### src/sv/atlas_shelf_packer_macros.svh
// Assertion macros shared by the atlas shelf packer RTL.
// No dependencies; included by the modules that carry assertions.
`ifndef ATLAS_SHELF_PACKER_MACROS_SVH
`define ATLAS_SHELF_PACKER_MACROS_SVH

// Consequent must hold in the same cycle as the antecedent.
`define ASP_ASSERT_IMP(label, clk, rst_n, ante, cons, msg) \
    label: assert property (@(posedge clk) disable iff (!rst_n) (ante) |-> (cons)) \
        else $error(msg);

// Consequent must hold in the cycle after the antecedent.
`define ASP_ASSERT_NXT(label, clk, rst_n, ante, cons, msg) \
    label: assert property (@(posedge clk) disable iff (!rst_n) (ante) |=> (cons)) \
        else $error(msg);

`endif

### src/sv/asp_pkg.sv
// Shared types and constants of the atlas shelf packer.
// No dependencies; imported by the controller, datapath and top level.
package asp_pkg;

    localparam int RECT_W   = 10;
    localparam int GUTTER_W = 4;
    localparam int STATUS_W = 2;
    localparam int PAGE_O_W = 3;
    localparam int POS_W    = 11;
    localparam int IN_W     = 24;
    localparam int OUT_W    = 32;

    localparam logic [GUTTER_W-1:0] GUTTER_RESET = 4'd2;

    localparam logic [STATUS_W-1:0] ST_PLACED    = 2'd0;
    localparam logic [STATUS_W-1:0] ST_SKIPPED   = 2'd1;
    localparam logic [STATUS_W-1:0] ST_EVICTED   = 2'd2;
    localparam logic [STATUS_W-1:0] ST_TOO_LARGE = 2'd3;

    typedef struct packed {
        logic                load_in;
        logic                set_special;
        logic [STATUS_W-1:0] special_code;
        logic                eval_load;
        logic                open_load;
        logic                step;
        logic                write;
        logic                emit;
    } asp_cmd_t;

    typedef struct packed {
        logic zero_size;
        logic too_large;
        logic none_open;
        logic fit;
        logic last_page;
        logic out_free;
    } asp_sts_t;

endpackage

### src/sv/asp_ram.sv
// Generic single-write, single-read RAM with a registered read port.
// No dependencies; holds the per-page shelf state of the packer.
module asp_ram #(
    parameter int WIDTH = 8,
    parameter int DEPTH = 8
) (
    input  logic                                  clk,
    input  logic                                  we,
    input  logic [(DEPTH > 1 ? $clog2(DEPTH) : 1)-1:0] waddr,
    input  logic [WIDTH-1:0]                      wdata,
    input  logic [(DEPTH > 1 ? $clog2(DEPTH) : 1)-1:0] raddr,
    output logic [WIDTH-1:0]                      rdata
);

    logic [WIDTH-1:0] mem [DEPTH];
    logic [WIDTH-1:0] rdata_reg;

    always_ff @(posedge clk)
    begin
        if (we)
        begin
            mem[waddr] <= wdata;
        end
        rdata_reg <= mem[raddr];
    end

    assign rdata = rdata_reg;

endmodule

### src/sv/asp_ctrl.sv
// Controller state machine of the atlas shelf packer.
// Depends on asp_pkg and atlas_shelf_packer_macros.svh; drives asp_datapath.
`include "atlas_shelf_packer_macros.svh"

module asp_ctrl
    import asp_pkg::*;
(
    input  logic     clk,
    input  logic     rst_n,
    input  logic     in_valid,
    output logic     in_ready,
    input  asp_sts_t sts,
    output asp_cmd_t cmd
);

    typedef enum logic [2:0] {
        S_IDLE,
        S_CHECK,
        S_EVAL,
        S_OPEN,
        S_WRITE,
        S_DONE
    } state_t;

    state_t state_reg;
    state_t state_next;
    logic   ready_reg;

    always_comb
    begin
        cmd        = '0;
        state_next = state_reg;
        unique case (state_reg)
            S_IDLE:
            begin
                if (in_valid && ready_reg)
                begin
                    cmd.load_in = 1'b1;
                    state_next  = S_CHECK;
                end
            end
            S_CHECK:
            begin
                priority if (sts.zero_size)
                begin
                    cmd.set_special  = 1'b1;
                    cmd.special_code = ST_SKIPPED;
                    state_next       = S_DONE;
                end
                else if (sts.too_large)
                begin
                    cmd.set_special  = 1'b1;
                    cmd.special_code = ST_TOO_LARGE;
                    state_next       = S_DONE;
                end
                else if (sts.none_open)
                begin
                    state_next = S_OPEN;
                end
                else
                begin
                    state_next = S_EVAL;
                end
            end
            S_EVAL:
            begin
                priority if (sts.fit)
                begin
                    cmd.eval_load = 1'b1;
                    state_next    = S_WRITE;
                end
                else if (sts.last_page)
                begin
                    state_next = S_OPEN;
                end
                else
                begin
                    cmd.step = 1'b1;
                end
            end
            S_OPEN:
            begin
                cmd.open_load = 1'b1;
                state_next    = S_WRITE;
            end
            S_WRITE:
            begin
                cmd.write  = 1'b1;
                state_next = S_DONE;
            end
            S_DONE:
            begin
                if (sts.out_free)
                begin
                    cmd.emit   = 1'b1;
                    state_next = S_IDLE;
                end
            end
            default:
            begin
                state_next = S_IDLE;
            end
        endcase
    end

    always_ff @(posedge clk or negedge rst_n)
    begin
        if (!rst_n)
        begin
            state_reg <= S_IDLE;
            ready_reg <= 1'b1;
        end
        else
        begin
            state_reg <= state_next;
            ready_reg <= (state_next == S_IDLE);
        end
    end

    assign in_ready = ready_reg;

    `ASP_ASSERT_IMP(a_emit_free, clk, rst_n, cmd.emit, sts.out_free, "result emitted over a full output")
    `ASP_ASSERT_IMP(a_step_bound, clk, rst_n, cmd.step, !sts.last_page, "scan stepped past the open pages")
    `ASP_ASSERT_NXT(a_place_write, clk, rst_n, cmd.eval_load || cmd.open_load, cmd.write, "placement not written back")

endmodule

### src/sv/asp_datapath.sv
// Datapath of the atlas shelf packer: gutter register, page state memory,
// fit tests and the output register. Depends on asp_pkg and asp_ram.
module asp_datapath
    import asp_pkg::*;
#(
    parameter int ATLAS_EDGE = 2048,
    parameter int PAGE_LIMIT = 8
) (
    input  logic                clk,
    input  logic                rst_n,
    input  logic                cfg_we,
    input  logic [GUTTER_W-1:0] cfg_wdata,
    input  logic [IN_W-1:0]     in_data,
    input  logic                out_ready,
    output logic                out_valid,
    output logic [OUT_W-1:0]    out_data,
    input  asp_cmd_t            cmd,
    output asp_sts_t            sts
);

    localparam int SW    = $clog2(ATLAS_EDGE + 4 * (1 << RECT_W) + 64);
    localparam int CXW   = $clog2(ATLAS_EDGE + 1);
    localparam int PW    = (PAGE_LIMIT > 1) ? $clog2(PAGE_LIMIT) : 1;
    localparam int CNTW  = $clog2(PAGE_LIMIT + 1);
    localparam int EW    = 2 * CXW + RECT_W;

    localparam logic [SW-1:0]   EDGE     = SW'(ATLAS_EDGE);
    localparam logic [CNTW-1:0] LIMIT    = CNTW'(PAGE_LIMIT);
    localparam logic [PW-1:0]   LAST_IDX = PW'(PAGE_LIMIT - 1);

    logic [GUTTER_W-1:0] gutter_reg;
    logic [RECT_W-1:0]   w_reg;
    logic [RECT_W-1:0]   h_reg;
    logic [PW-1:0]       idx_reg;
    logic [CNTW-1:0]     pages_open_reg;
    logic [PW-1:0]       oldest_reg;

    logic [STATUS_W-1:0] pl_status_reg;
    logic [PW-1:0]       pl_page_reg;
    logic [CXW-1:0]      pl_x_reg;
    logic [CXW-1:0]      pl_y_reg;
    logic [RECT_W-1:0]   pl_tall_reg;

    logic                out_valid_reg;
    logic [OUT_W-1:0]    out_data_reg;

    logic [PW-1:0]       raddr;
    logic [EW-1:0]       rdata;
    logic [EW-1:0]       wdata;

    logic [SW-1:0]       w_ext;
    logic [SW-1:0]       h_ext;
    logic [SW-1:0]       g_ext;
    logic [SW-1:0]       cx;
    logic [SW-1:0]       cy;
    logic [RECT_W-1:0]   tl;
    logic [SW-1:0]       below;
    logic                fit_row;
    logic                fit_new;
    logic                has_room;

    logic [SW-1:0]       new_x;
    logic [RECT_W-1:0]   new_tall;
    logic [PW+2:0]       page_wide;
    logic [SW-1:0]       x_wide;
    logic [SW-1:0]       y_wide;

    assign w_ext = SW'(w_reg);
    assign h_ext = SW'(h_reg);
    assign g_ext = SW'(gutter_reg);

    assign cx    = SW'(rdata[CXW-1:0]);
    assign cy    = SW'(rdata[2*CXW-1:CXW]);
    assign tl    = rdata[EW-1:2*CXW];

    assign fit_row  = (cx + w_ext + g_ext <= EDGE) && (cy + h_ext + g_ext <= EDGE);
    assign below    = cy + SW'(tl) + g_ext;
    assign fit_new  = (below + h_ext + g_ext <= EDGE);
    assign has_room = (pages_open_reg < LIMIT);

    assign sts.zero_size = (w_reg == '0) || (h_reg == '0);
    assign sts.too_large = (w_ext + g_ext + g_ext > EDGE) || (h_ext + g_ext + g_ext > EDGE);
    assign sts.none_open = (pages_open_reg == '0);
    assign sts.fit       = fit_row || fit_new;
    assign sts.last_page = (CNTW'(idx_reg) + CNTW'(1) == pages_open_reg);
    assign sts.out_free  = !out_valid_reg || out_ready;

    assign raddr    = cmd.step ? idx_reg + PW'(1) : idx_reg;
    assign new_x    = SW'(pl_x_reg) + w_ext + g_ext;
    assign new_tall = (h_reg > pl_tall_reg) ? h_reg : pl_tall_reg;
    assign wdata    = {new_tall, pl_y_reg, CXW'(new_x)};

    assign page_wide = {3'b000, pl_page_reg};
    assign x_wide    = SW'(pl_x_reg);
    assign y_wide    = SW'(pl_y_reg);

    asp_ram #(
        .WIDTH (EW),
        .DEPTH (PAGE_LIMIT)
    ) u_page_ram (
        .clk   (clk),
        .we    (cmd.write),
        .waddr (pl_page_reg),
        .wdata (wdata),
        .raddr (raddr),
        .rdata (rdata)
    );

    always_ff @(posedge clk or negedge rst_n)
    begin
        if (!rst_n)
        begin
            gutter_reg     <= GUTTER_RESET;
            idx_reg        <= '0;
            pages_open_reg <= '0;
            oldest_reg     <= '0;
            out_valid_reg  <= 1'b0;
        end
        else
        begin
            if (cfg_we)
            begin
                gutter_reg <= cfg_wdata;
            end
            if (cmd.load_in)
            begin
                idx_reg <= '0;
            end
            else if (cmd.step)
            begin
                idx_reg <= idx_reg + PW'(1);
            end
            if (cmd.open_load)
            begin
                if (has_room)
                begin
                    pages_open_reg <= pages_open_reg + CNTW'(1);
                end
                else
                begin
                    oldest_reg <= (oldest_reg == LAST_IDX) ? '0 : oldest_reg + PW'(1);
                end
            end
            if (cmd.emit)
            begin
                out_valid_reg <= 1'b1;
            end
            else if (out_ready)
            begin
                out_valid_reg <= 1'b0;
            end
        end
    end

    always_ff @(posedge clk)
    begin
        if (cmd.load_in)
        begin
            w_reg <= in_data[RECT_W-1:0];
            h_reg <= in_data[2*RECT_W-1:RECT_W];
        end
        priority if (cmd.set_special)
        begin
            pl_status_reg <= cmd.special_code;
            pl_page_reg   <= '0;
            pl_x_reg      <= '0;
            pl_y_reg      <= '0;
            pl_tall_reg   <= '0;
        end
        else if (cmd.eval_load)
        begin
            pl_status_reg <= ST_PLACED;
            pl_page_reg   <= idx_reg;
            pl_x_reg      <= fit_row ? CXW'(cx) : CXW'(g_ext);
            pl_y_reg      <= fit_row ? CXW'(cy) : CXW'(below);
            pl_tall_reg   <= fit_row ? tl : '0;
        end
        else if (cmd.open_load)
        begin
            pl_status_reg <= has_room ? ST_PLACED : ST_EVICTED;
            pl_page_reg   <= has_room ? pages_open_reg[PW-1:0] : oldest_reg;
            pl_x_reg      <= CXW'(g_ext);
            pl_y_reg      <= CXW'(g_ext);
            pl_tall_reg   <= '0;
        end
        if (cmd.emit)
        begin
            out_data_reg <= {5'b00000, y_wide[POS_W-1:0], x_wide[POS_W-1:0],
                             page_wide[PAGE_O_W-1:0], pl_status_reg};
        end
    end

    assign out_valid = out_valid_reg;
    assign out_data  = out_data_reg;

endmodule

### src/sv/atlas_shelf_packer.sv
// Top level of the atlas shelf packer: shelf allocator for glyph rectangles.
// Depends on asp_pkg, asp_ctrl, asp_datapath and asp_ram.

// The block places one glyph rectangle per item and returns one result item
// for it. An item passes CHECK, a scan of the open pages, a write-back and
// an output step; a zero-size or too-large glyph goes from CHECK straight to
// the output step, and a page is opened or evicted when no open page fits.
// The scan reads the page state memory, which yields one page per cycle
// through its single read port. A new item is taken while the previous
// result still waits in the output register.
module atlas_shelf_packer
    import asp_pkg::*;
#(
    parameter int ATLAS_EDGE = 2048,
    parameter int PAGE_LIMIT = 8
) (
    input  logic                clk,
    input  logic                rst_n,
    input  logic                cfg_we,
    input  logic [GUTTER_W-1:0] cfg_wdata,    // gutter
    input  logic                s_tvalid,
    output logic                s_tready,
    input  logic [IN_W-1:0]     s_tdata,      // rect_width, rect_height, zero pad
    output logic                m_tvalid,
    input  logic                m_tready,
    output logic [OUT_W-1:0]    m_tdata       // status, page_index, pos_x, pos_y, zero pad
);

    asp_cmd_t cmd;
    asp_sts_t sts;

    asp_ctrl u_ctrl (
        .clk      (clk),
        .rst_n    (rst_n),
        .in_valid (s_tvalid),
        .in_ready (s_tready),
        .sts      (sts),
        .cmd      (cmd)
    );

    asp_datapath #(
        .ATLAS_EDGE (ATLAS_EDGE),
        .PAGE_LIMIT (PAGE_LIMIT)
    ) u_datapath (
        .clk       (clk),
        .rst_n     (rst_n),
        .cfg_we    (cfg_we),
        .cfg_wdata (cfg_wdata),
        .in_data   (s_tdata),
        .out_ready (m_tready),
        .out_valid (m_tvalid),
        .out_data  (m_tdata),
        .cmd       (cmd),
        .sts       (sts)
    );

endmodule
### config.mk
export PLATFORM = sky130hd
export DESIGN_NAME = atlas_shelf_packer
export DESIGN_NICKNAME = d
export VERILOG_FILES = /design/src/sv/asp_pkg.sv /design/src/sv/asp_ram.sv /design/src/sv/asp_ctrl.sv /design/src/sv/asp_datapath.sv /design/src/sv/atlas_shelf_packer.sv
export VERILOG_INCLUDE_DIRS = /design/src /design/src/sv
export SDC_FILE = /design/constraint.sdc
export NUM_CORES = 1
export LEC_CHECK = 0
export ABC_AREA = 1
export BUFFER_PORTS_ARGS = -buffer_cell sky130_fd_sc_hd__buf_2
export CAP_MARGIN = 40
export CORE_MARGIN = 5
export CORE_UTILIZATION = 40
export DETAILED_ROUTE_END_ITERATION = 8
export PLACE_DENSITY = 0.6
export RECOVER_POWER = 100
export SLEW_MARGIN = 20
export SYNTH_ARGS = -nofsm -noshare
export SYNTH_HDL_FRONTEND = slang
export SYNTH_SLANG_ARGS = --single-unit
### constraint.sdc
create_clock -name clk -period 9.4 [get_ports clk]
set_clock_uncertainty 0.1 [all_clocks]
set_input_delay 0.47 -clock clk [delete_from_list [all_inputs] [get_ports clk]]
set_output_delay 0.47 -clock clk [all_outputs]
set_load 0.02 [all_outputs]
Yosys cells after proc, flatten, opt, wreduce, memory -nomap -nowiden
Memories as Yosys holds them, arrays and structs flattened. A register that Yosys moved wholly into a read port is not among the register bits.
Cells that the tools add are included.
- word-level logic and storage cells: 111
- latch bits: 0
- memory bits (read-only): 0
- RAM bits: 272
- input bits: 33
- output and inout bits: 34
- memories: 1
- flip-flop bits (word level): 105
- memories (memory ; words ; width ; read ports ; clocked after memory_dff ; write ports ; RTL line ; RTL):
    u_datapath.u_page_ram.mem ; 8 ; 34 ; 1 ; 1 ; 1 ; asp_ram.sv:15 ; logic [WIDTH-1:0] mem [DEPTH];
- bitwise logic cells: 1
- div/mod/pow operators: 0
- eq/ne operators: 7
- reduce and logical (&&, ||, !) cells: 17
- shift-type cells: 0
- $add $sub $neg: 18
- $mul: 0
- mux-type cells: 45
- magnitude comparators: 7
- operators by type and width (cell ; number):
    $add 13x4->13 ; 6
    $mux 12 ; 5
    $mux 3 ; 15
    $mux 10 ; 4
    $add 12x10->13 ; 3
    $le 13x12->1 const B ; 3
    $gt 13x12->1 const B ; 2
    $add 10x4->11 ; 2
    $logic_not 10->1 ; 2
    $pmux 3 s6 ; 1
    $mux 1 ; 16
    $add 13x10->13 ; 1
    $add 12x10->12 ; 1
    $add 12x4->12 ; 1
    $gt 10x10->1 ; 1
    $eq 3x3->1 const B ; 3
    $mux 2 ; 4
    $add 3x1->3 const B ; 2
    $eq 3x2->1 const B ; 2
    $logic_not 3->1 ; 2
    $add 3x1->4 const B ; 1
    $add 4x1->4 const B ; 1
    $eq 4x4->1 ; 1
    $logic_not 4->1 ; 1
    9 further kinds ; 15

Longest topological paths before layout
- depth in word-level cells: 10
- depth in mapped cells: 34

Cells and area by module
A second synthesis with hierarchy kept.
- cells, all modules: 2254
- area, all modules: 20731.1 um^2
- modules (own cells, without submodules) (module ; seq. area each (um^2) ; area each (um^2) ; cells an instance ; instances):
    asp_ram ; 8848.5 ; 12535.8 ; 1227 ; 1
    asp_datapath ; 2588.7 ; 7855.0 ; 970 ; 1
    asp_ctrl ; 101.3 ; 340.3 ; 57 ; 1

Worst setup path after synthesis
OpenSTA, ideal clock, no wires.
- kind: flip-flop to flip-flop
- start: register u_datapath.gutter_reg[1]
- end: register u_datapath.pl_status_reg[0] (enable)
- stages on the path, launching flop included: 25
- path slack: 4567 ps
- required time: 8990 ps
- setup time: 310 ps
- period minus slack after synthesis: 4833 ps
- arrival: 4423 ps
- cell sequence: dfstp_2 -> inv_1 -> fa_1 -> inv_1 -> ha_1 -> inv_1 -> fa_1 -> fa_1 -> inv_1 -> fa_1 -> or2_2 -> nor2_1 -> nand3_1 -> nor2_1 -> nand3_1 -> nor2_1 -> nand4_1 -> nand2_1 -> nand2_2 -> nand2_1 -> nand2_1 -> nand2_2 -> inv_2 -> nand2_1 -> buf_2
- word-level cells in the longest chain between the ends: 8
- ends and longest elaborated chain (what ; RTL line ; RTL):
    start, declared ; asp_datapath.sv:31 ; logic [GUTTER_W-1:0] gutter_reg;
    start signal, assigned ; asp_datapath.sv:123 ; gutter_reg <= cfg_wdata;
    $add 13x4->13 or $add 10x4->11 (tied branches) ; asp_datapath.sv:77, asp_datapath.sv:82 ;
    $add 13x10->13 or $add 13x4->13 (tied branches) ; asp_datapath.sv:78, asp_datapath.sv:82 ;
    $add 13x4->13 or $gt 13x12->1 (tied branches) ; asp_datapath.sv:78, asp_datapath.sv:82 ;
    $le 13x12->1 or $logic_or 1x1->1 (tied branches) ; asp_datapath.sv:78, asp_datapath.sv:82 ;
    $logic_or 1x1->1 or $mux 3 (tied branches) ; asp_datapath.sv:84, asp_ctrl.sv:50 ;
    $mux 1 or $mux 3 (tied branches) ; asp_ctrl.sv:67, asp_ctrl.sv:44 ;
    $mux 1 or $mux 3 (tied branches) ; asp_ctrl.sv:33 ; unique case (state_reg)
    $reduce_bool 3->1 (no line) (*) ; -- ;
    end signal, assigned ; asp_datapath.sv:164 ; pl_status_reg <= cmd.special_code;
    end signal, assigned ; asp_datapath.sv:180 ; pl_status_reg <= has_room ? ST_PLACED : ST_EVICTED;
    end, declared ; asp_datapath.sv:38 ; logic [STATUS_W-1:0] pl_status_reg;
Every way passes the cells marked *; elsewhere a longest branch is shown, timed or not.
A chain may end at the register's enable or synchronous reset.

Worst setup path after layout
- start: register u_datapath.gutter_reg[1]
- end: register u_datapath.u_page_ram.rdata_reg[30], in the netlist u_datapath.u_page_ram.rdata[30] (read register of u_datapath.u_page_ram.mem)
- word-level cells in the longest chain between the ends: 8
- ends and longest elaborated chain (what ; RTL line ; RTL):
    $add 13x4->13 ; asp_datapath.sv:77 ; assign below = cy + SW'(tl) + g_ext;
    $add 13x10->13 ; asp_datapath.sv:78 ; assign fit_new = (below + h_ext + g_ext <= EDGE);
    $add 13x4->13 ; asp_datapath.sv:78 ;
    $le 13x12->1 ; asp_datapath.sv:78 ;
    $logic_or 1x1->1 (*) ; asp_datapath.sv:84 ; assign sts.fit = fit_row || fit_new;
    $mux 1 (*) ; asp_ctrl.sv:67 ; priority if (sts.fit)
    $mux 1 (*) ; asp_ctrl.sv:33 ;
    $mux 3 (*) ; asp_datapath.sv:88 ; assign raddr = cmd.step ? idx_reg + PW'(1) : idx_reg;
    end, declared ; asp_ram.sv:16 ; logic [WIDTH-1:0] rdata_reg;
Marks and branches as above.

==> qor.tcl <==
set qor(route.detailed.vias_per_inst) 5.02
set qor(cts-root-buf) {sky130_fd_sc_hd__clkbuf_16}
set qor(antenna_found_initial) 0
set qor(final_nets) 2412
set qor(multiInputGateArea_sq_um) 7290
set qor(gp_routability_congestion) 0.857
set qor(grt_remaining_overflow) 0
set qor(crit_path_top_delay_cell) {sky130_fd_sc_hd__clkbuf_1}
set qor(detail_route.iter0.violations) 1175
set qor(route.detailed.drc) 0
set qor(min_period_ps) 7640
set qor(number_of_cells_on_the_worst_reg_to_reg_path) 27
set qor(layout.cells.most_common) {sky130_fd_sc_hd__nand2_1}
set qor(crit_path_max_fanout) 38
set qor(timing.hold.ws_ps) 27.9
set qor(fin_setup_tns_ps) 0
set qor(area_occupied_by_registers_sq_um) 11500
set qor(post_route_clock_period_utilization_pct) 81.3
set qor(fill_cells) 4764
set qor(rows) 83
set qor(clock.fmax_mhz) 131
set qor(mostFrequentLayoutCells) {521 x sky130_fd_sc_hd__nand2_1, 375 x sky130_fd_sc_hd__inv_1, 346 x sky130_fd_sc_hd__nand3_1}
set qor(reg2reg_slack_ps) 1760
set qor(synth.top_cell.area_share_pct) 46.7
set qor(hold_path_end) {u_datapath.gutter_reg[2]}
set qor(worst-setup-path-type) {reg -> reg}
set qor(die_w_um) 237
set qor(cts_hold_buffers) 20
set qor(combined_buffer_and_inverter_count_along_the_critical_path) 6
set qor(total_wirelength_um) 53700
set qor(terminus_of_the_critical_flop_to_flop_path) {u_datapath.u_page_ram.rdata[30]}
set qor(yosysUniqueCellTypes) 44
set qor(clkLatencyLatePin_ps) 550
set qor(postCtsSetupRepairBufs) 0
set qor(cts.clk_slew.worst_paths_ps) 60
set qor(io_buffers) 57
set qor(count_of_antenna_violating_nets_left_after_detailed_routing) 0
set qor(outcome) {complete, but fails checks}
set qor(hold_path_class) {in -> reg}
set qor(grt_start_max_net_pins) 55
set qor(maxCapViolations) 10
set qor(slowest_delay_ps) 1490
set qor(clock_tree.buffer_depth) 3
set qor(cp_data_required_time_ps) 9780
set qor(timing_max_transition_violations_final) 333
set qor(hold_viol) 0
set qor(seq_area_frac_synth_pct) 55.9
set qor(h_tree_depth) 2
set qor(synthesis.area_per_instance_sq_um) 9.45
set qor(groute.usage.overall_pct) 18.5
set qor(min-delay-start) {cfg_wdata[2]}
set qor(synth_warnings) 0
set qor(fp.coreArea_sq_um) 51200
set qor(number_of_global_route_vias_before_repair) 14417
set qor(synth_flop_cell) {sky130_fd_sc_hd__edfxtp_1}
set qor(setup.worst_path.end_class) {register}
set qor(largest_register_ff_count) 272
set qor(syn2layout_area_growth_pct) 12.5
set qor(die_footprint_sq_um) 56200
set qor(violations) {capacitance limit, slew limit}
set qor(async_reset_ff_share_pct) 4.62
set qor(num_vias) 14929
set qor(grt_first_pass_wirelength_um) 81900
set qor(start_kind) {register}
set qor(min_path_cells) 3
set qor(cts-resized-gates) 0
set qor(cts.sink_count) 411
set qor(timing.rr.start) {u_datapath.gutter_reg[1]}
set qor(grt_setup_unrepaired) {no}
set qor(cts_buffers) 43
set qor(tritoncts) {done}
set qor(tightest_slew_ps) 2930
set qor(timing.critical_path.depth) 27
set qor(synth_top_cells_by_area) {sky130_fd_sc_hd__edfxtp_1 47%, sky130_fd_sc_hd__nand2_1 9.4%, sky130_fd_sc_hd__nand3_1 8.4%}
set qor(synth_seq_cells) 411
set qor(insertedDiodeCount) 0
set qor(floorplan.initialDensity_pct) 40.3
set qor(finish.utilization_pct) 45.4
set qor(combined_area_of_all_synthesized_cells_sq_um) 20600
set qor(crit_path_frequent_cell) {sky130_fd_sc_hd__nand2_1}
set qor(crit_family) {buffers and inverters}
set qor(drtPass1Iterations) 6
set qor(max-slew-margin-rel_pct) -95.7
set qor(edff_count_synth) 321
set qor(yosysTopAreaCell) {sky130_fd_sc_hd__edfxtp_1}
set qor(wl_per_cell_um) 18.1
set qor(final-setup-viol-count) 0
set qor(syn_inst) 2184
set qor(dieHeight_um) 237
set qor(worstPathArrival_ps) 8020
set qor(dp_hpwl_um) 33400
set qor(layout-drive-gt1-share_pct) 5.58
set qor(io_pins) 67
==> worst max-delay path by stage <==
stage,end,startpoint
after floorplan,u_datapath.pl_status_reg[0],u_datapath.gutter_reg[1]
after global placement,u_datapath.u_page_ram.rdata[1],u_datapath.gutter_reg[1]
after detailed placement,u_datapath.u_page_ram.rdata[1],u_datapath.gutter_reg[1]
after CTS,u_datapath.u_page_ram.rdata[1],u_datapath.gutter_reg[1]
after global routing,u_datapath.u_page_ram.rdata[21],u_datapath.gutter_reg[1]
final,u_datapath.u_page_ram.rdata[30],u_datapath.gutter_reg[1]
==> synthesized netlist by cell type, drive strengths merged (3+ instances only) <==
cell type / number
a21o: 3
a21oi: 45
a31oi: 5
buf: 70
clkbuf: 14
dfrtp: 17
dfxtp: 71
edfxtp: 321
fa: 24
ha: 96
inv: 380
nand2: 526
nand3: 346
nand3b: 37
nand4: 15
nor2: 84
nor3: 11
nor4: 4
o211ai: 4
o21ai: 59
o21bai: 4
o221ai: 3
o22ai: 3
xnor2: 8
xor2: 19
==> layer usage <==
layer,vias to the layer above,track usage [%],share of wire [%]
li1,7313,-,-
met1,7077,25.1,44
met4,0,4.92,2.6
met3,90,2.84,5.9
met5,-,0,0
met2,449,31.2,48
==> worst reg2reg max path: stages, from the launching register on <==
cell and delay [ps]:
sky130_fd_sc_hd__dfstp_1 710, sky130_fd_sc_hd__inv_1 200, sky130_fd_sc_hd__fa_1 520, sky130_fd_sc_hd__inv_1 40, sky130_fd_sc_hd__ha_1 190, sky130_fd_sc_hd__inv_1 100
sky130_fd_sc_hd__fa_1 460, sky130_fd_sc_hd__fa_1 500, sky130_fd_sc_hd__inv_1 100, sky130_fd_sc_hd__fa_1 470, sky130_fd_sc_hd__or2_2 270, sky130_fd_sc_hd__nor2_1 100
sky130_fd_sc_hd__nand3_1 170, sky130_fd_sc_hd__nor2_1 140, sky130_fd_sc_hd__nand3_1 80, sky130_fd_sc_hd__nor2_1 110, sky130_fd_sc_hd__nand4_1 110, sky130_fd_sc_hd__nand2_1 80
sky130_fd_sc_hd__nand2_1 170, sky130_fd_sc_hd__nand3_1 450, sky130_fd_sc_hd__nand2_1 190, sky130_fd_sc_hd__o21ai_4 90, sky130_fd_sc_hd__clkbuf_1 1490, sky130_fd_sc_hd__buf_12 340
sky130_fd_sc_hd__nand3_1 180, sky130_fd_sc_hd__nand2_1 80, sky130_fd_sc_hd__nand2_1 40, sky130_fd_sc_hd__nand2_1 100
==> logic make-up (layout without fill, tap and decap cells) <==
logic type | count (synthesis) | after routing | synth area share, %
fa+ha+maj | 120 | 120 | 8.15
xor+xnor | 27 | 27 | 1.15
simple gates | 1025 | 1025 | 21.9
buf+inv | 466 | 571 | 9.17
other cells | 1 | 5 | 0.0182
flops | 411 | 411 | 55.9
compound gates | 134 | 134 | 3.69
==> layout make-up <==
cell class | instances | share of cell area (%)
Inverter | 382 | 6.18
Multi-Input combinational cell | 1311 | 31.4
Tap cell | 680 | 3.66
Sequential cell | 411 | 49.7
Timing Repair Buffer | 110 | 3.06
Clock inverter | 28 | 1.17
Clock buffer | 51 | 4.86
==> through the flow <==
step	setup slack, ps	instance area [sq um]	instances
2_1_floorplan	4570	20600	2188
3_3_place_gp	2880	21600	2859
3_5_place_dp	2920	21800	2874
4_1_cts	2880	23400	2973
5_1_grt	1510	23200	2973
6_report	1760	23200	2973
Power is not shown: default switching activity piles up to over one toggle a cycle in this logic, so the estimate is an artifact.
